File: config.mk
export PLATFORM = sky130hd
export DESIGN_NAME = lpc_out_buf
export DESIGN_NICKNAME = d
export VERILOG_FILES = /design/src/hw/rtl/lpc_pkg.sv /design/src/hw/rtl/lpc_out_buf.sv
export VERILOG_INCLUDE_DIRS = /design/src /design/src/hw/rtl
export SDC_FILE = /design/constraint.sdc
export NUM_CORES = 1
export LEC_CHECK = 0
export ABC_CLOCK_PERIOD_IN_PS = 2980
export BUFFER_PORTS_ARGS = -buffer_cell sky130_fd_sc_hd__buf_4
export CORE_MARGIN = 5
export CORE_UTILIZATION = 40
export CTS_BUF_LIST = sky130_fd_sc_hd__clkbuf_8
export DETAILED_ROUTE_END_ITERATION = 16
export GPL_TIMING_DRIVEN = 0
export PLACE_DENSITY_LB_ADDON = 0.15
export SLEW_MARGIN = 20
export SYNTH_ARGS = -nofsm -noshare
export SYNTH_HDL_FRONTEND = slang
export SYNTH_SLANG_ARGS = --single-unit
File: constraint.sdc
create_clock -name clk_i -period 2.98 [get_ports clk_i]
set_input_delay 0.745 -clock clk_i [delete_from_list [all_inputs] [get_ports clk_i]]
set_output_delay 0.745 -clock clk_i [all_outputs]
set_load 0.005 [all_outputs]
File: src/hw/rtl/lidar_polar_to_cartesian_top_defines.svh
// assertion macros, used by lpc_out_buf
`ifndef LIDAR_POLAR_TO_CARTESIAN_TOP_DEFINES_SVH
`define LIDAR_POLAR_TO_CARTESIAN_TOP_DEFINES_SVH

// same-cycle implication, checked on the rising clock, off during reset
`define LPC_ASSERT_NOW(lbl, ante, cons, msg) \
  lbl: assert property (@(posedge clk_i) disable iff (!rst_ni) (ante) |-> (cons)) \
    else $error(msg);

// next-cycle implication, checked on the rising clock, off during reset
`define LPC_ASSERT_NEXT(lbl, ante, cons, msg) \
  lbl: assert property (@(posedge clk_i) disable iff (!rst_ni) (ante) |=> (cons)) \
    else $error(msg);

`endif

File: src/hw/rtl/lpc_pkg.sv
package lpc_pkg;

  // field widths
  localparam int ANGLE_FIELD_W = 16;
  localparam int DIST_W        = 18;
  localparam int COORD_W       = 17;
  localparam int TDATA_IN_W    = 40;
  localparam int TDATA_OUT_W   = 40;

  // default parameter values
  localparam int ANGLE_BITS_DEF     = 16;
  localparam int TRIG_FRAC_BITS_DEF = 16;

  // threshold after reset, 30 mm in quarter millimetres
  localparam logic [DIST_W-1:0] MIN_DIST_RESET = 18'd120;

  // largest coordinate magnitude
  localparam logic [COORD_W-1:0] COORD_MAX = 17'd65535;

  // cordic datapath
  localparam int PHASE_W      = 32;
  localparam int CORDIC_W     = 32;
  localparam int CORDIC_Z_W   = 33;
  localparam int CORDIC_FRAC  = 30;
  localparam int CORDIC_ITERS = 30;
  localparam logic signed [CORDIC_W-1:0] CORDIC_GAIN_INV = 32'sd652032874;

  // rotation state carried from stage to stage
  typedef struct packed {
    logic [1:0]                   quad;
    logic [DIST_W-1:0]            dist_q2;
    logic signed [CORDIC_W-1:0]   x;
    logic signed [CORDIC_W-1:0]   y;
    logic signed [CORDIC_Z_W-1:0] z;
  } lpc_rot_t;

  // one result point
  typedef struct packed {
    logic signed [COORD_W-1:0] y_mm;
    logic signed [COORD_W-1:0] x_mm;
  } lpc_point_t;

  // arctangent of 2^-i, 2^32 phase units per turn
  function automatic logic signed [CORDIC_Z_W-1:0] lpc_atan(input int idx);
    logic signed [CORDIC_Z_W-1:0] a;
    a = '0;
    unique case (idx)
      0:  a = 33'sh020000000;
      1:  a = 33'sh012E4051E;
      2:  a = 33'sh009FB385B;
      3:  a = 33'sh0051111D4;
      4:  a = 33'sh0028B0D43;
      5:  a = 33'sh00145D7E1;
      6:  a = 33'sh000A2F61E;
      7:  a = 33'sh000517C55;
      8:  a = 33'sh00028BE53;
      9:  a = 33'sh000145F2F;
      10: a = 33'sh0000A2F98;
      11: a = 33'sh0000517CC;
      12: a = 33'sh000028BE6;
      13: a = 33'sh0000145F3;
      14: a = 33'sh00000A2FA;
      15: a = 33'sh00000517D;
      16: a = 33'sh0000028BE;
      17: a = 33'sh00000145F;
      18: a = 33'sh000000A30;
      19: a = 33'sh000000518;
      20: a = 33'sh00000028C;
      21: a = 33'sh000000146;
      22: a = 33'sh0000000A3;
      23: a = 33'sh000000051;
      24: a = 33'sh000000029;
      25: a = 33'sh000000014;
      26: a = 33'sh00000000A;
      27: a = 33'sh000000005;
      28: a = 33'sh000000003;
      29: a = 33'sh000000001;
      default: a = '0;
    endcase
    return a;
  endfunction

endpackage

File: src/hw/rtl/lpc_out_buf.sv
`include "lidar_polar_to_cartesian_top_defines.svh"

module lpc_out_buf
  import lpc_pkg::*;
(
  input  logic       clk_i,
  input  logic       rst_ni,
  input  logic       valid_i,
  input  lpc_point_t point_i,
  output logic       adv_o,
  output logic       valid_o,
  output lpc_point_t point_o,
  input  logic       ready_i
);

  logic       out_valid_q, out_valid_d;
  logic       skid_full_q, skid_full_d;
  lpc_point_t out_q, out_d, skid_q, skid_d;

  // output register plus one skid entry; the pipeline holds while the skid is full
  always_comb begin
    out_valid_d = out_valid_q;
    skid_full_d = skid_full_q;
    out_d       = out_q;
    skid_d      = skid_q;
    if (skid_full_q) begin
      if (ready_i) begin
        out_d       = skid_q;
        out_valid_d = 1'b1;
        skid_full_d = 1'b0;
      end
    end else if (!out_valid_q || ready_i) begin
      out_d       = point_i;
      out_valid_d = valid_i;
    end else if (valid_i) begin
      skid_d      = point_i;
      skid_full_d = 1'b1;
    end
  end

  // control
  always_ff @(posedge clk_i or negedge rst_ni) begin
    if (!rst_ni) begin
      out_valid_q <= 1'b0;
      skid_full_q <= 1'b0;
    end else begin
      out_valid_q <= out_valid_d;
      skid_full_q <= skid_full_d;
    end
  end

  // payload
  always_ff @(posedge clk_i) begin
    out_q  <= out_d;
    skid_q <= skid_d;
  end

  assign adv_o   = !skid_full_q;
  assign valid_o = out_valid_q;
  assign point_o = out_q;

  // skid entry only exists behind a waiting output
  `LPC_ASSERT_NOW(a_skid_behind_out, skid_full_q, out_valid_q, "skid full with empty output")
  // a stalled skid entry is kept
  `LPC_ASSERT_NEXT(a_skid_held, skid_full_q && !ready_i, skid_full_q && $stable(skid_q),
    "skid entry lost under stall")
  // skid drains on the first taken transaction
  `LPC_ASSERT_NEXT(a_skid_drain, skid_full_q && ready_i, !skid_full_q && out_valid_q,
    "skid did not drain")

endmodule

==> summary.md <==
| Metric | Value |
|---|---|
| Run status | finished, final reports clean |
| Area after DPL | ~3300 um2 |
| Top cell type's share of synthesized area | between 70% and 80% |
| Std cell rows | 29 |
| Post-CTS Hold Buffers | 0 |
| Post-Synthesis Cells | between 100 and 150 |
| Slew Limit Fails | 0 |
| Max_cap viols | 0 |
| Top cells by count, synth | edfxtp_1, mux2_2, mux2_4 |
| CTS tree | yes |
| Most frequent cell after synthesis | edfxtp_1 |
| Number of synthesized flops with an enable pin | 68 |
| WS Path Type | reg2out |
| Final period util | 67.8% |
| Top Layer Used | met4 |
| Yosys top cell by area | edfxtp_1 |
| Post-Syn Area | approximately 2600 um2 |
| Vias in the first global route | about 1500 |
| Grt ovf | 0 |
| Seq cells post-synth | 70 |
| I/O Pins | between 70 and 80 |
| Post-synthesis mux area share | 15.7% |
| Initial antenna violation count | 0 |
| Final hold vios | 0 |
| Kind of end point of the critical path | output port |
| PwrDens | between 600 and 700 nW/um2 |
| Rel. slew slack | a little under two thirds |
| Num CTS Buffers | 9 |
| Die height | about 90 um |
| Critical path startpoint category | flip-flop |
| Pre-antenna DRT Iters | 4 |
| Max VDD drop | around 370 uV |
| Number of fill cells | between 500 and 600 |
| First-pass GRT wire length | a little under 8000 um |
| P_leak | 1.38 nW |
| Seq/Total Area, Yosys | between 80% and 90% |
| Asr flop ratio synth | under 10% |
| Total Nets Final | approximately 240 |
| Starting Density | 40.9% |
| Worst-path fanout max | 10 |
| DR iter-0 viols | 60 |
| Post-Route Setup TNS | 0 ns |
| Via count | between 1000 and 1500 |
| Post-Route M1 WL | between 1500 and 2000 um |
| Simple-gate share of the synthesized area | approximately 1.1% |
| Post-CTS setup buffers | 0 |
| Synth Area in Compound Gates | less than 1% |
| Post-DR wirelength/cell | 17.1 um |
| Distinct cell type count after synthesis | 13 |
| Ant diodes | 0 |
| Largest family of logic cells by synthesized area | multiplexers |
| CTS HTree Levels | 3 |
| DR WL met2 | about 2500 um |
| Met3 WL post-DR | 363 um |
| Root Buffer | clkbuf_8 |
| PortBufs | 73 |
| Clk slew on worst S/H paths | ~0.070 ns |
| Die Wd | 90.3 um |
| Setup Skew | around 0.0057 ns |
| Area share of fa/ha/maj cells after synthesis | 0% |
| Layout cells sized above 1 | roughly 63% |
| Slew @ Worst Pin | around 0.54 ns |
| Die area | slightly above 8000 um2 |
| Synth area leaders | edfxtp_1, mux2_2, mux2_4 |
| Post-CTS sizing | 0 |
| Final Routed Wirelength | between 4000 and 5000 um |
| Drt drc | 0 |
| RSZ-0062 raised after global routing | no |
| Worst Hold Class | in2async |
| Fmax | about 500 MHz |
| GRT Util Overall | approximately 13% |
| Setup-failing EPs final | 0 |
| Core area | 6310 um2 |
| Design Area, Final | 3560 um2 |
| RePlAce Congestion | a little under 0.7 |
| Yosys warns | 0 |
| Required @ worst endpoint | between 2 and 2.5 ns |
| Total power | about 2.5 mW |
| Post-route minimum period | slightly above 2 ns |
| Max clock buf depth | 2 |
| Clock sinks | 70 |
| Finished Layout Cells | about 290 |
| Dpl cells | 269 |
| WP data arrival | about 1.3 ns |
| Syn Nets | roughly 160 |
| Syn avg cell area | approximately 22 um2 |
| Worst Hold Slack | 0.177 ns |
| XOR/XNOR Fraction of Synth Area | 0% |
| Post-route ant nets | 0 |
| Pin count of the biggest net entering global routing | 22 |
| Area growth, synth to finish | 38.0% |
| Clock Latency Late Sink | between 0.3 and 0.4 ns |
| DP HPWL | approximately 3500 um |
| Vias/cell | ~4.8 |
| Post-synth top flop | edfxtp_1 |
sequential cells by signal (all words and copies together), names as in the netlist:
register     cells
valid_o          1
skid_q          34
skid_full_q      1
point_o         34
path summary, 6_finish.rpt:
path	startpoint	to	slack [ns]	cells after the start
max	skid_full_q	adv_o	0.96	4
max in group asynchronous	rst_ni	skid_full_q	2.72	1
max reg2reg	skid_full_q	skid_q[15]	1.23	4
min	rst_ni	valid_o	0.18	1
min in group clk_i	skid_q[25]	point_o[25]	0.55	1
min reg2reg	skid_q[25]	point_o[25]	0.55	1
cell families (layout without fill, tap and decap cells):
kind of cell           count (synthesis)  count (layout)
muxes                                 34              34
and+or+nand+nor                        6               6
DFF                                   70              70
AOI/OAI and AO/OA                      2               2
buffers and inverters                  5              96
worst max-delay path, cell delays in order (launching register included):
cell,delay (ns)
dfrtp_1,0.40
buf_6,0.17
buf_6,0.18
inv_1,0.05
buf_4,0.13
cells in the final DEF (no fill, tap or decap), drive strengths merged:
cell type	synthesis	routed
buf	4	79
edfxtp	68	68
mux2	34	34
clkbuf	0	9
bufinv	0	4
inv	1	2
nand2b	2	2
dfrtp	2	2
nor2	2	2
clkinv	0	2
o21bai	1	1
a21oi	1	1
nand2	1	1
nand3	1	1
metrics by stage:
stage | util (%) | setup WS, ns
finish | 56.4 | 0.960
global route | 56.4 | 0.863
CTS | 56.4 | 0.914
detailed placement | 52.2 | 0.922
global placement | 51.1 | -0.616
floorplan | - | 0.224
layout make-up:
cell class	count	area [um2]	area share [%]
buffer	4	37.5	1.05
inverter	1	3.75	0.105
timing repair buffer	75	603	16.9
clock buffer	9	124	3.48
tap	77	96.3	2.71
clock inverter	7	138	3.87
multi-input combinational	42	465	13.1
sequential	70	2090	58.8
metal layers:
metal,up-vias,global-route usage (%)
met1,658,13.6
met4,0,7.44
li1,631,-
met5,-,0
met2,58,20.8
met3,9,4.67
power by group:
part	internal, mW	leakage [nW]	total [mW]	switching (mW)
Combinational	0.166	0.569	0.276	0.110
Sequential	1.18	0.676	1.20	0.0251
Clock	0.637	0.135	0.980	0.342
Total	1.98	1.38	2.46	0.477
Power figures use the tool's default switching activity.
