### src/hw/rtl/lidar_polar_to_cartesian_top_defines.svh
// assertion macros, used by lpc_out_buf
`ifndef LIDAR_POLAR_TO_CARTESIAN_TOP_DEFINES_SVH
`define LIDAR_POLAR_TO_CARTESIAN_TOP_DEFINES_SVH

// same-cycle implication, checked on the rising clock, off during reset
`define LPC_ASSERT_NOW(lbl, ante, cons, msg) \
  lbl: assert property (@(posedge clk_i) disable iff (!rst_ni) (ante) |-> (cons)) \
    else $error(msg);

// next-cycle implication, checked on the rising clock, off during reset
`define LPC_ASSERT_NEXT(lbl, ante, cons, msg) \
  lbl: assert property (@(posedge clk_i) disable iff (!rst_ni) (ante) |=> (cons)) \
    else $error(msg);

`endif

### src/hw/rtl/lpc_pkg.sv
package lpc_pkg;

  // field widths
  localparam int ANGLE_FIELD_W = 16;
  localparam int DIST_W        = 18;
  localparam int COORD_W       = 17;
  localparam int TDATA_IN_W    = 40;
  localparam int TDATA_OUT_W   = 40;

  // default parameter values
  localparam int ANGLE_BITS_DEF     = 16;
  localparam int TRIG_FRAC_BITS_DEF = 16;

  // threshold after reset, 30 mm in quarter millimetres
  localparam logic [DIST_W-1:0] MIN_DIST_RESET = 18'd120;

  // largest coordinate magnitude
  localparam logic [COORD_W-1:0] COORD_MAX = 17'd65535;

  // cordic datapath
  localparam int PHASE_W      = 32;
  localparam int CORDIC_W     = 32;
  localparam int CORDIC_Z_W   = 33;
  localparam int CORDIC_FRAC  = 30;
  localparam int CORDIC_ITERS = 30;
  localparam logic signed [CORDIC_W-1:0] CORDIC_GAIN_INV = 32'sd652032874;

  // rotation state carried from stage to stage
  typedef struct packed {
    logic [1:0]                   quad;
    logic [DIST_W-1:0]            dist_q2;
    logic signed [CORDIC_W-1:0]   x;
    logic signed [CORDIC_W-1:0]   y;
    logic signed [CORDIC_Z_W-1:0] z;
  } lpc_rot_t;

  // one result point
  typedef struct packed {
    logic signed [COORD_W-1:0] y_mm;
    logic signed [COORD_W-1:0] x_mm;
  } lpc_point_t;

  // arctangent of 2^-i, 2^32 phase units per turn
  function automatic logic signed [CORDIC_Z_W-1:0] lpc_atan(input int idx);
    logic signed [CORDIC_Z_W-1:0] a;
    a = '0;
    unique case (idx)
      0:  a = 33'sh020000000;
      1:  a = 33'sh012E4051E;
      2:  a = 33'sh009FB385B;
      3:  a = 33'sh0051111D4;
      4:  a = 33'sh0028B0D43;
      5:  a = 33'sh00145D7E1;
      6:  a = 33'sh000A2F61E;
      7:  a = 33'sh000517C55;
      8:  a = 33'sh00028BE53;
      9:  a = 33'sh000145F2F;
      10: a = 33'sh0000A2F98;
      11: a = 33'sh0000517CC;
      12: a = 33'sh000028BE6;
      13: a = 33'sh0000145F3;
      14: a = 33'sh00000A2FA;
      15: a = 33'sh00000517D;
      16: a = 33'sh0000028BE;
      17: a = 33'sh00000145F;
      18: a = 33'sh000000A30;
      19: a = 33'sh000000518;
      20: a = 33'sh00000028C;
      21: a = 33'sh000000146;
      22: a = 33'sh0000000A3;
      23: a = 33'sh000000051;
      24: a = 33'sh000000029;
      25: a = 33'sh000000014;
      26: a = 33'sh00000000A;
      27: a = 33'sh000000005;
      28: a = 33'sh000000003;
      29: a = 33'sh000000001;
      default: a = '0;
    endcase
    return a;
  endfunction

endpackage

### src/hw/rtl/lpc_scale.sv
module lpc_scale
  import lpc_pkg::*;
#(
  parameter int TRIG_FRAC_BITS = TRIG_FRAC_BITS_DEF
) (
  input  logic       clk_i,
  input  logic       rst_ni,
  input  logic       en_i,
  input  logic       valid_i,
  input  lpc_rot_t   rot_i,
  output logic       valid_o,
  output lpc_point_t point_o
);

  localparam int TrigW  = TRIG_FRAC_BITS + 2;
  localparam int MagW   = TRIG_FRAC_BITS + 1;
  localparam int ProdW  = DIST_W + MagW;
  localparam int Shift  = CORDIC_FRAC - TRIG_FRAC_BITS;
  localparam logic signed [CORDIC_W:0] Rnd = (CORDIC_W+1)'(64'd1 << (Shift - 1));
  localparam logic signed [CORDIC_W:0] One = (CORDIC_W+1)'(64'd1 << TRIG_FRAC_BITS);

  // round to the trig format and clamp to plus or minus one
  function automatic logic signed [TrigW-1:0] to_trig(input logic signed [CORDIC_W-1:0] v);
    logic signed [CORDIC_W:0] s;
    logic signed [CORDIC_W:0] r;
    s = {v[CORDIC_W-1], v} + Rnd;
    r = s >>> Shift;
    if (r > One) begin
      r = One;
    end else if (r < -One) begin
      r = -One;
    end
    return r[TrigW-1:0];
  endfunction

  logic                     vt_q, vm_q, vc_q;
  logic signed [TrigW-1:0]  sin_q, cos_q, sin_d, cos_d, sr, cr;
  logic [DIST_W-1:0]        dist_t_q;
  logic [MagW-1:0]          mag_s, mag_c;
  logic [ProdW-1:0]         prod_x_q, prod_y_q;
  logic                     pos_x_q, pos_y_q;
  logic [COORD_W-1:0]       m_x, m_y, c_x, c_y;
  lpc_point_t               point_q, point_d;

  // quadrant folding of the first-quadrant result
  always_comb begin
    sr = to_trig(rot_i.y);
    cr = to_trig(rot_i.x);
    sin_d = sr;
    cos_d = cr;
    unique case (rot_i.quad)
      2'd0: begin sin_d = sr;  cos_d = cr;  end
      2'd1: begin sin_d = cr;  cos_d = -sr; end
      2'd2: begin sin_d = -sr; cos_d = -cr; end
      2'd3: begin sin_d = -cr; cos_d = sr;  end
      default: begin sin_d = sr; cos_d = cr; end
    endcase
  end

  // magnitudes for the multipliers
  always_comb begin
    mag_s = sin_q[TrigW-1] ? MagW'(-sin_q) : MagW'(sin_q);
    mag_c = cos_q[TrigW-1] ? MagW'(-cos_q) : MagW'(cos_q);
  end

  // drop fraction and quarter bits, saturate, apply sign
  always_comb begin
    m_x = prod_x_q[ProdW-1:TRIG_FRAC_BITS+2];
    m_y = prod_y_q[ProdW-1:TRIG_FRAC_BITS+2];
    c_x = (m_x > COORD_MAX) ? COORD_MAX : m_x;
    c_y = (m_y > COORD_MAX) ? COORD_MAX : m_y;
    point_d.x_mm = pos_x_q ? -c_x : c_x;
    point_d.y_mm = pos_y_q ? -c_y : c_y;
  end

  // stage valids
  always_ff @(posedge clk_i or negedge rst_ni) begin
    if (!rst_ni) begin
      vt_q <= 1'b0;
      vm_q <= 1'b0;
      vc_q <= 1'b0;
    end else if (en_i) begin
      vt_q <= valid_i;
      vm_q <= vt_q;
      vc_q <= vm_q;
    end
  end

  // stage payloads: trig, product, coordinate
  always_ff @(posedge clk_i) begin
    if (en_i) begin
      sin_q    <= sin_d;
      cos_q    <= cos_d;
      dist_t_q <= rot_i.dist_q2;
      prod_x_q <= {{MagW{1'b0}}, dist_t_q} * {{DIST_W{1'b0}}, mag_s};
      prod_y_q <= {{MagW{1'b0}}, dist_t_q} * {{DIST_W{1'b0}}, mag_c};
      pos_x_q  <= !sin_q[TrigW-1] && (sin_q != '0);
      pos_y_q  <= !cos_q[TrigW-1] && (cos_q != '0);
      point_q  <= point_d;
    end
  end

  assign valid_o = vc_q;
  assign point_o = point_q;

endmodule

### config.mk
export PLATFORM = sky130hd
export DESIGN_NAME = lpc_scale
export DESIGN_NICKNAME = d
export VERILOG_FILES = /design/src/hw/rtl/lidar_polar_to_cartesian_top_defines.svh /design/src/hw/rtl/lpc_pkg.sv /design/src/hw/rtl/lpc_scale.sv
export SDC_FILE = /design/constraint.sdc
export NUM_CORES = 2
export LEC_CHECK = 0
export ABC_AREA = 1
export ABC_CLOCK_PERIOD_IN_PS = 7800
export BUFFER_PORTS_ARGS = -buffer_cell sky130_fd_sc_hd__buf_4
export CORE_UTILIZATION = 65
export CTS_BUF_LIST = sky130_fd_sc_hd__clkbuf_16
export CTS_CLUSTER_SIZE = 40
export DETAILED_ROUTE_END_ITERATION = 16
export GPL_ROUTABILITY_DRIVEN = 1
export PLACE_DENSITY = 0.84
export SLEW_MARGIN = 20
export SYNTH_ARGS = -nofsm -noshare
export SYNTH_HDL_FRONTEND = slang
export SYNTH_SLANG_ARGS = --single-unit
### constraint.sdc
create_clock -name clk_i -period 7.8 [get_ports clk_i]
set_input_delay 1.56 -clock clk_i [delete_from_list [all_inputs] [get_ports clk_i]]
set_output_delay 1.56 -clock clk_i [all_outputs]
set_load 0.005 [all_outputs]
==> flow_metrics.py <==
metrics = {
    "logic_synthesis": {
        "synth-edff-count": 124,
        "synth_top_area_share_pct": 33.9,
        "synth_cell_types": 51,
        "yosysWarnings": 0,
        "synthCells": 3595,
        "synth_top_area_cell": "fa_1",
        "synthFlopType": "edfxtp_1",
        "yosysMostFrequentCell": "nand2_1",
        "synthesis.nets": 4412,
        "postSynthAreaPerCell_um2": 7.80,
        "netlist_area_um2": 28000,
        "synth_seq_cells": 127,
        "synthArstFlopShare_pct": 2.36,
        "ys_top_cells_by_count": "nand2_1, inv_1, fa_1",
        "synthTopCellsByArea": "fa_1, edfxtp_1, nand2_1",
        "yosysSeqAreaShare_pct": 13.6,
    },
    "global_route": {
        "grt_use_met2_pct": 57.1,
        "grt.busiest_layer": "met2",
        "grt_pass1_vias": 24700,
        "grt_pass1_wl_mm": 122,
        "met1_usage_pct": 45.5,
        "grt_max_degree": 78,
        "use_met3_pct": 8.33,
        "overflow": 0,
        "track_usage_pct": 35.8,
        "antenna_found_initial": 0,
    },
    "detailed_routing": {
        "drc": 0,
        "drtIter0Drc": 2345,
        "final_antenna_net_count": 0,
        "detail_route.wirelength_mm": 74.8,
        "wire_per_inst_um": 17.7,
        "via_per_inst": 5.76,
        "vias": 24300,
        "firstDrtPassIters": 6,
    },
    "hold_path": {
        "min_to": "valid_o",
        "hold_start": "vm_q",
        "hold_path.class": "register to register",
        "min_path_cells": 1,
    },
    "clocking": {
        "cts_buffers": 17,
        "clock_latency_ps": 480,
        "cts_max_level": 4,
        "tritoncts": "built",
        "clk_pin_slew_ps": 70,
        "cts-root-buf": "clkbuf_16",
        "cts_sinks": 127,
        "cts_buffer_depth": 2,
    },
    "floorplanning": {
        "die_w_um": 210,
        "initial_core_util_pct": 66.4,
        "coreArea_um2": 42200,
        "rows": 75,
        "top_level_ports": 156,
        "die_height_um": 210,
        "die-area_um2": 44000,
    },
    "sta": {
        "setup_tns_ps": 0,
        "whs_ps": 515,
        "timing.final.ws_setup_ps": 383,
        "fmax_mhz": 135,
        "min_period_over_period_pct": 95.1,
        "max_slew.worst_pin.slew_ps": 1060,
        "min_period_ps": 7420,
        "setup_viol": 0,
        "drv_slew": 0,
        "hold_viol": 0,
        "fin_worst_skew_ps": 19.4,
        "maxSlewHeadroom_pct": 29.1,
    },
    "final_layout": {
        "num_antenna_cells": 0,
        "n_fill_cell": 3275,
        "final_nets": 4492,
        "area_delta_synth_final_pct": 7.75,
        "final_layout_size_suffix_gt1_share_pct": 7.78,
        "final_cell_area_um2": 30200,
    },
    "placed_design": {
        "place_congestion": 1.01,
        "placed_cell_area_um2": 29500,
        "portBuffers": 96,
        "dp_hpwl_mm": 58.8,
        "pre_cts_slack_ps": 299,
    },
    "setup_path": {
        "cp_slowest_cell": "fa_1",
        "crit_required_ps": 8020,
        "cp_slowest_stage_delay_ps": 620,
        "worstPathArrival_ps": 7640,
        "cpMostUsedCell": "inv_1",
        "rr_worst_depth": 28,
        "cp_top_family": "adder cells",
        "cp-end-kind": "register",
        "cp-start-kind": "register",
        "r2r_start": "sin_q[0]",
        "worstSetupPathType": "register to register",
        "path_buf_inv": 8,
        "r2r-end": "prod_x_q[32]",
        "reg2reg_slack_ps": 380,
        "cp_max_fo": 9,
    },
    "status": {
        "status": "completed",
    },
    "job": {
        "maxCapViolCount": 0,
    },
}
==> registers in the layout, indices dropped and copies added (netlist names) <==
name      count
prod_x_q     17
prod_y_q     17
sin_q        18
valid_o       1
cos_q        18
pos_y_q       1
pos_x_q       1
vm_q          1
point_o      34
dist_t_q     18
vt_q          1
==> timing repair <==
action	4_1_cts	5_1_grt
hold buffers	0	0
setup endpoints to repair	0	21
setup buffers	0	5
resized for setup	0	16
==> per-stage QoR <==
| stage | util, % | cells |
|---|---|---|
| 3_3_place_gp | 69.8 | 4190 |
| 4_1_cts | 71.2 | 4222 |
| 5_1_grt | 71.5 | 4227 |
| 2_1_floorplan | - | 3595 |
| 3_5_place_dp | 69.8 | 4190 |
| 6_report | 71.5 | 4227 |
==> cells by family after synthesis <==
logic type      Yosys count  synth area share, %
simple gates           1510                 22.3
buf+inv                 927                 12.6
fa+ha+maj               696                 43.8
compound gates          239                 4.80
flops                   127                 13.6
xor+xnor                 95                 2.97
mux                       1               0.0402
==> worst register-to-register path: cells and delay by family, from the launching register on <==
kind            cells  cell delay (ps)
xor+xnor            1              190
compound gates      4              830
buf+inv             8              950
fa+ha+maj           8             3620
simple gates        7             1190
flops               1              380
==> layer usage <==
| metal | vias to the layer above | share of wire (%) |
|---|---|---|
| met5 | - | 0 |
| met4 | 0 | 5.8 |
| met3 | 338 | 12 |
| met2 | 1388 | 46 |
| met1 | 11600 | 37 |
| li1 | 11000 | - |
==> placed cells by master (no fill, tap or decap), types with 6 or more instances in the layout <==
master / synthesis / routed
a21oi_1: 78 / 74
buf_4: 2 / 167
clkbuf_16: 0 / 17
clkinv_1: 11 / 10
edfxtp_1: 124 / 124
fa_1: 474 / 474
ha_1: 222 / 222
inv_1: 796 / 795
inv_2: 9 / 9
inv_6: 0 / 6
nand2_1: 830 / 829
nand2_2: 12 / 13
nand3_1: 125 / 125
nand4_1: 49 / 49
nor2_1: 415 / 413
nor2_2: 16 / 18
nor2_4: 9 / 9
nor3_1: 22 / 20
nor4_1: 9 / 8
o211ai_1: 7 / 7
o21ai_0: 86 / 84
o21ai_1: 22 / 24
o21bai_1: 7 / 7
or2_2: 7 / 7
xnor2_1: 30 / 30
xor2_1: 65 / 65
==> layout make-up <==
type	count	area (µm²)	share of cell area, %
timing repair buffer	171	1320	4.36
clock buffer	17	425	1.41
sequential	127	3800	12.6
inverter	817	3080	10.2
multi-input combinational	2541	20700	68.7
clock inverter	15	165	0.547
tap	539	674	2.23
==> worst max path at each step <==
stage / start / to / slack, ps / cells after the start
floorplan: cos_q[0] / prod_y_q[28] / 930 / 33
CTS: cos_q[0] / prod_y_q[32] / 240 / 32
global route: sin_q[0] / prod_x_q[31] / -6 / 30
finish: sin_q[0] / prod_x_q[32] / 380 / 28
detailed placement: cos_q[0] / prod_y_q[32] / 300 / 32
global placement: cos_q[0] / prod_y_q[32] / 500 / 30
Power is left out: the tool's default activity adds up to more than one toggle a clock period on the data nets, which glitch-free logic cannot reach.
