### src/hw/rtl/lidar_polar_to_cartesian_top_defines.svh
// assertion macros, used by lpc_out_buf
`ifndef LIDAR_POLAR_TO_CARTESIAN_TOP_DEFINES_SVH
`define LIDAR_POLAR_TO_CARTESIAN_TOP_DEFINES_SVH

// same-cycle implication, checked on the rising clock, off during reset
`define LPC_ASSERT_NOW(lbl, ante, cons, msg) \
  lbl: assert property (@(posedge clk_i) disable iff (!rst_ni) (ante) |-> (cons)) \
    else $error(msg);

// next-cycle implication, checked on the rising clock, off during reset
`define LPC_ASSERT_NEXT(lbl, ante, cons, msg) \
  lbl: assert property (@(posedge clk_i) disable iff (!rst_ni) (ante) |=> (cons)) \
    else $error(msg);

`endif

### src/hw/rtl/lpc_pkg.sv
package lpc_pkg;

  // field widths
  localparam int ANGLE_FIELD_W = 16;
  localparam int DIST_W        = 18;
  localparam int COORD_W       = 17;
  localparam int TDATA_IN_W    = 40;
  localparam int TDATA_OUT_W   = 40;

  // default parameter values
  localparam int ANGLE_BITS_DEF     = 16;
  localparam int TRIG_FRAC_BITS_DEF = 16;

  // threshold after reset, 30 mm in quarter millimetres
  localparam logic [DIST_W-1:0] MIN_DIST_RESET = 18'd120;

  // largest coordinate magnitude
  localparam logic [COORD_W-1:0] COORD_MAX = 17'd65535;

  // cordic datapath
  localparam int PHASE_W      = 32;
  localparam int CORDIC_W     = 32;
  localparam int CORDIC_Z_W   = 33;
  localparam int CORDIC_FRAC  = 30;
  localparam int CORDIC_ITERS = 30;
  localparam logic signed [CORDIC_W-1:0] CORDIC_GAIN_INV = 32'sd652032874;

  // rotation state carried from stage to stage
  typedef struct packed {
    logic [1:0]                   quad;
    logic [DIST_W-1:0]            dist_q2;
    logic signed [CORDIC_W-1:0]   x;
    logic signed [CORDIC_W-1:0]   y;
    logic signed [CORDIC_Z_W-1:0] z;
  } lpc_rot_t;

  // one result point
  typedef struct packed {
    logic signed [COORD_W-1:0] y_mm;
    logic signed [COORD_W-1:0] x_mm;
  } lpc_point_t;

  // arctangent of 2^-i, 2^32 phase units per turn
  function automatic logic signed [CORDIC_Z_W-1:0] lpc_atan(input int idx);
    logic signed [CORDIC_Z_W-1:0] a;
    a = '0;
    unique case (idx)
      0:  a = 33'sh020000000;
      1:  a = 33'sh012E4051E;
      2:  a = 33'sh009FB385B;
      3:  a = 33'sh0051111D4;
      4:  a = 33'sh0028B0D43;
      5:  a = 33'sh00145D7E1;
      6:  a = 33'sh000A2F61E;
      7:  a = 33'sh000517C55;
      8:  a = 33'sh00028BE53;
      9:  a = 33'sh000145F2F;
      10: a = 33'sh0000A2F98;
      11: a = 33'sh0000517CC;
      12: a = 33'sh000028BE6;
      13: a = 33'sh0000145F3;
      14: a = 33'sh00000A2FA;
      15: a = 33'sh00000517D;
      16: a = 33'sh0000028BE;
      17: a = 33'sh00000145F;
      18: a = 33'sh000000A30;
      19: a = 33'sh000000518;
      20: a = 33'sh00000028C;
      21: a = 33'sh000000146;
      22: a = 33'sh0000000A3;
      23: a = 33'sh000000051;
      24: a = 33'sh000000029;
      25: a = 33'sh000000014;
      26: a = 33'sh00000000A;
      27: a = 33'sh000000005;
      28: a = 33'sh000000003;
      29: a = 33'sh000000001;
      default: a = '0;
    endcase
    return a;
  endfunction

endpackage

### src/hw/rtl/lpc_cordic_stage.sv
module lpc_cordic_stage
  import lpc_pkg::*;
#(
  parameter int SHIFT = 0
) (
  input  logic     clk_i,
  input  logic     rst_ni,
  input  logic     en_i,
  input  logic     valid_i,
  input  lpc_rot_t data_i,
  output logic     valid_o,
  output lpc_rot_t data_o
);

  localparam logic signed [CORDIC_Z_W-1:0] Atan = lpc_atan(SHIFT);

  logic     valid_q;
  lpc_rot_t data_q, data_d;
  logic signed [CORDIC_W-1:0] dx, dy;

  // one micro-rotation, direction from the sign of the residual angle
  always_comb begin
    dx = data_i.y >>> SHIFT;
    dy = data_i.x >>> SHIFT;
    data_d = data_i;
    if (!data_i.z[CORDIC_Z_W-1]) begin
      data_d.x = data_i.x - dx;
      data_d.y = data_i.y + dy;
      data_d.z = data_i.z - Atan;
    end else begin
      data_d.x = data_i.x + dx;
      data_d.y = data_i.y - dy;
      data_d.z = data_i.z + Atan;
    end
  end

  // stage valid
  always_ff @(posedge clk_i or negedge rst_ni) begin
    if (!rst_ni) begin
      valid_q <= 1'b0;
    end else if (en_i) begin
      valid_q <= valid_i;
    end
  end

  // stage payload
  always_ff @(posedge clk_i) begin
    if (en_i) begin
      data_q <= data_d;
    end
  end

  assign valid_o = valid_q;
  assign data_o  = data_q;

endmodule

### config.mk
export PLATFORM = sky130hd
export DESIGN_NAME = lpc_cordic_stage
export DESIGN_NICKNAME = d
export VERILOG_FILES = /design/src/hw/rtl/lidar_polar_to_cartesian_top_defines.svh /design/src/hw/rtl/lpc_pkg.sv /design/src/hw/rtl/lpc_cordic_stage.sv
export SDC_FILE = /design/constraint.sdc
export NUM_CORES = 1
export LEC_CHECK = 0
export BUFFER_PORTS_ARGS = -buffer_cell sky130_fd_sc_hd__buf_2
export CAP_MARGIN = 20
export CORE_UTILIZATION = 49
export DETAILED_ROUTE_END_ITERATION = 10
export GPL_ROUTABILITY_DRIVEN = 1
export HOLD_SLACK_MARGIN = 0.15
export PLACE_DENSITY = 0.75
export SLEW_MARGIN = 20
export SYNTH_ARGS = -nofsm -noshare
export SYNTH_HDL_FRONTEND = slang
export SYNTH_SLANG_ARGS = --single-unit
### constraint.sdc
create_clock -name clk_i -period 0.8 [get_ports clk_i]
set_input_delay 0.08 -clock clk_i [delete_from_list [all_inputs] [get_ports clk_i]]
set_output_delay 0.08 -clock clk_i [all_outputs]
set_load 0.01 [all_outputs]
==> results of run 1 <==
-- routing by layer --
layer,track usage [%],GRT overflow
met1,73.6,0
met2,90.3,8
met3,57.4,0
met4,72.2,4
met5,22.5,0
-- repair_timing --
item	4_1_cts
gates resized for setup	239
endpoints found under the hold margin	56
gates cloned	2
endpoints found under the setup margin	183
setup buffers	54
hold buffers	53
pin swaps	127
-- cells by family after synthesis --
family	share of synthesized area, %
AOI/OAI and AO/OA	22.1
and+or+nand+nor	11.3
buffers and inverters	5.98
DFF	39.1
adders and majority gates	14.3
xor gates and xnor gates	6.05
muxes	1.24
-- per-stage QoR --
step                      util (%)  setup TNS, ps  instances
after floorplan                  -         -67360        936
after global placement        73.9        -101620       1674
after detailed placement      73.9        -103260       1674
after CTS                     87.6         -88600       1805
==> run_results.csv, run 1 <==
group,metric,value,unit
yosys,syn-num-nets,1157,
floorplan,dieHeight,137,um
yosys,synthTopCellsByArea,"edfxtp_1, ha_1, a21oi_1, xnor2_1, inv_1",
yosys,synth_ff_type,"edfxtp_1",
clock_network,htreeDepth,4,
placement,preCtsSetupSlack,-2110,ps
yosys,synthTopCellsByCount,"edfxtp_1, a21oi_1, ha_1",
clock_network,clock_path_buffers,2,
status,error,"[ERROR GRT-0232] Routing congestion too high. Check the congestion heatmap in the GUI.",
status,outcome,"aborted with a tool error",
status,stop_stage,"5_1_grt",
yosys,synth_area,8970,um2
yosys,ys_warn_count,0,
placement,place_area,13300,um2
global_route,grt_max_degree,32,
yosys,synth.most_common_cell,"edfxtp_1",
placement,port-buffer-count,238,
floorplan,die_w,137,um
floorplan,placement_rows,49,
yosys,avgSynthCellArea,9.59,um2
yosys,netlist.area_leader.share,38.8,%
global_route,grt_overflow,12,
timing,grt_repair_worst_endpoint,"data_o[93]$_DFFE_PP_/D",
placement,dp_hpwl,26.1,mm
global_route,grt_usage,73.2,%
yosys,seq_area_frac_synth,39.1,%
clock_network,cts-root-buf,"clkbuf_16",
clock_network,cts-buffers-inserted,17,
yosys,ys_seq_elements,117,
floorplan,boundaryPins,239,
floorplan,floorplan.initialDensity,49.9,%
clock_network,cts_num_sinks,117,
placement,gp_congestion,0.995,
yosys,ys_async_sr_fraction,0.855,%
yosys,synth_area_leader_cell,"edfxtp_1",
yosys,yosysUniqueCellTypes,74,
yosys,synth-edff-count,116,
yosys,netlist_instances,936,
timing,worstEpCategory,"sequential cell input",
==> inputs of run 2 (changes only) <==
--- a/config.mk
+++ b/config.mk
@@ -7,11 +7,10 @@
 export LEC_CHECK = 0
 export BUFFER_PORTS_ARGS = -buffer_cell sky130_fd_sc_hd__buf_2
 export CAP_MARGIN = 20
-export CORE_UTILIZATION = 49
+export CORE_UTILIZATION = 37
 export DETAILED_ROUTE_END_ITERATION = 10
 export GPL_ROUTABILITY_DRIVEN = 1
-export HOLD_SLACK_MARGIN = 0.15
-export PLACE_DENSITY = 0.75
+export PLACE_DENSITY_LB_ADDON = 0.15
 export SLEW_MARGIN = 20
 export SYNTH_ARGS = -nofsm -noshare
 export SYNTH_HDL_FRONTEND = slang
==> constraint.sdc (replaced) <==
create_clock -name clk_i -period 1.05 [get_ports clk_i]
set_input_delay 0.105 -clock clk_i [delete_from_list [all_inputs] [get_ports clk_i]]
set_output_delay 0.105 -clock clk_i [all_outputs]
set_load 0.01 [all_outputs]
==> run_results.csv, run 2 <==
group,metric,value,unit
finish,seqCellArea,3510,um2
power_and_ir_drop,p_comb_share,41.4,%
finish,finalNetCount,1816,
power_and_ir_drop,p_int,13.4,mW
worst_setup_path,critPathCaptureType,"flop",
yosys,yosysUniqueCellTypes,74,
timing,finalSetupTns,-53010,ps
hold_path,holdCritPathClass,"in -> reg",
clock_network,cts_num_sinks,117,
routing,drt-initial-drc-count,607,
worst_setup_path,crit_slowest_cell,"a221o_1",
worst_setup_path,cp_num_buf_inv,2,
timing,setup_slack,-1310,ps
yosys,synth-edff-count,116,
yosys,seq_area_frac_synth,39.1,%
status,outcome,"complete, but fails checks",
global_route,antenna_found_initial,0,
yosys,netlist_instances,936,
timing,fin_crit,2360,ps
worst_setup_path,cp_max_fo,3,
worst_setup_path,cp.required,1220,ps
timing,hold_violations,0,
yosys,syn-num-nets,1157,
clock_network,htreeDepth,4,
yosys,synthTopCellsByArea,"edfxtp_1, ha_1, a21oi_1, xnor2_1, inv_1",
power_and_ir_drop,powerDensity,1230,nW/um2
timing,slew_headroom,61.9,%
timing,hold_ws,68.8,ps
timing,skew,0,ps
power_and_ir_drop,seq_power_share,30.0,%
routing,drt_wl_total,34.5,mm
global_route,grt_overflow,0,
clock_network,cts-root-buf,"clkbuf_16",
clock_network,clock_latency,420,ps
worst_setup_path,path_class,"in -> reg",
power_and_ir_drop,swShare,33.8,%
hold_path,hold_path.startpoint,"en_i",
yosys,synth_ff_type,"edfxtp_1",
yosys,synthTopCellsByCount,"edfxtp_1, a21oi_1, ha_1",
finish,num_antenna_cells,0,
clock_network,clk_pin_slew,60,ps
finish,area_growth,83.9,%
floorplan,boundaryPins,239,
power_and_ir_drop,vdd_drop_max,0.876,mV
floorplan,coreArea,23600,um2
finish,nFillCells,1820,
timing,max_freq,423,MHz
timing,rsz0062_at_grt,"yes",
power_and_ir_drop,leakagePower,7.44,nW
run,cap_violations,0,
worst_setup_path,reg2reg_from,"valid_o",
routing,firstDrtPassIters,7,
yosys,synth.most_common_cell,"edfxtp_1",
yosys,synth_area_leader_cell,"edfxtp_1",
routing,post_drt_wl_per_cell,17.9,um
timing,drv_slew,0,
worst_setup_path,cp_data_arrival_time,2530,ps
floorplan,die-area,24900,um2
routing,ant_nets,0,
yosys,synth_area,8970,um2
worst_setup_path,slowest_delay,340,ps
floorplan,dieHeight,158,um
global_route,grt_usage,27.0,%
finish,mostFrequentLayoutCell,"buf_4",
yosys,ys_async_sr_fraction,0.855,%
routing,drt_drc_violations_left,0,
worst_setup_path,critPathLaunchType,"input pin",
placement,gp_congestion,0.907,
yosys,ys_warn_count,0,
clock_network,cts_tree,"yes",
yosys,avgSynthCellArea,9.59,um2
placement,dp_hpwl,25.5,mm
finish,final_util,69.9,%
global_route,grt_max_degree,46,
worst_setup_path,critPathTopFamily,"compound AO/OA/AOI/OAI gates",
worst_setup_path,startpoint,"data_i[65]",
timing,worst_slew_pin_slew,567,ps
clock_network,clock_path_buffers,2,
placement,port-buffer-count,238,
finish,layout-drive-gt1-share,56.8,%
routing,num_vias,9787,
power_and_ir_drop,power_frac_clock,28.6,%
floorplan,placement_rows,56,
power_and_ir_drop,p_switching,6.86,mW
timing,post-route-period-util,225,%
yosys,netlist.area_leader.share,38.8,%
finish,final_cell_mix,"buf_4, buf_2, edfxtp_1",
timing,finalSetupViolCount,80,
yosys,ys_seq_elements,117,
floorplan,floorplan.initialDensity,38.0,%
floorplan,die_w,158,um
global_route,grt_pass1_wl,51.0,mm
finish,multi_input_area,6420,um2
routing,drt-vias-per-instance,5.08,
global_route,first_global_vias,9729,
worst_setup_path,path_cells,"buf_12, buf_6, ha_4, fa_2, nor2b_2, o31a_1, o221ai_4, nand2_2, a221o_1, a21o_1, o41ai_2, a31oi_1, xnor2_1",
status,violations,"negative setup slack",
clock_network,cts-buffers-inserted,17,
power_and_ir_drop,finalPower,20.3,mW
finish,largest_register_ffs,116,
run 2: cell counts after synthesis:
Identical to the previous run, type by type.
run 2: metrics by stage:
stage                     worst slack (ps)  instance area (um2)  cells
after detailed placement             -1950                13400   1775
after global placement               -1960                13400   1775
after floorplan                      -1450                 9590    936
final                                -1310                16500   1927
after CTS                            -1240                15600   1903
after global routing                 -1410                16500   1927
run 2: routing by layer:
metal  global-route usage, %  vias up  part of all wire, %
met5                       0        -                    0
met4                    7.67        0                  2.1
met3                    4.57       52                  5.3
met2                    46.6      342                   49
met1                    34.6     4685                   43
li1                        -     4708                    -
run 2: worst paths after layout:
kind | end | slack (ps) | cells after the start
max reg2reg | valid_o | 180 | 2
min reg2reg | valid_o | 610 | 2
min | data_o[60] | 70 | 1
max in group asynchronous | valid_o | 440 | 3
max | data_o[63] | -1310 | 13
min in group asynchronous | valid_o | 510 | 3
run 2: logic make-up (layout without fill, tap and decap cells):
logic type / count (synthesis) / count (layout) / share of synthesized area, %
DFF: 117 / 117 / 39.1
xor gates and xnor gates: 62 / 62 / 6.05
AOI/OAI and AO/OA: 299 / 299 / 22.1
muxes: 11 / 11 / 1.24
adders and majority gates: 100 / 100 / 14.3
and+or+nand+nor: 212 / 212 / 11.3
buffers and inverters: 135 / 807 / 5.98
run 2: worst reg2reg max path: stages (launching register included):
cell     delay (ps)
dfrtp_1         370
buf_4           130
mux2_2          250
run 2: power groups by stage:
stage / logic [mW] / registers (mW) / clock network [mW]
final: 8.40 / 6.10 / 5.81
after floorplan: 3.00 / 6.52 / 0
after global routing: 8.95 / 6.16 / 6.06
after detailed placement: 6.61 / 6.19 / 0
after CTS: 7.63 / 6.09 / 5.93
after global placement: 6.59 / 6.18 / 0
run 2: area by class of cell:
| type | instances | share of cell area [%] |
|---|---|---|
| Tap cell | 319 | 2.42 |
| Clock buffer | 17 | 2.58 |
| Multi-Input combinational cell | 684 | 38.9 |
| Timing Repair Buffer | 680 | 31.3 |
| Clock inverter | 15 | 0.895 |
| Sequential cell | 117 | 21.3 |
| Inverter | 95 | 2.63 |
run 2: repair_timing:
action	4_1_cts	5_1_grt
hold buffers	52	0
setup endpoints to repair	104	174
pin swaps	120	128
buffers inserted	51	39
resized for setup	194	162
endpoints found under the hold margin	51	0
(Power assumes the default switching activity.)
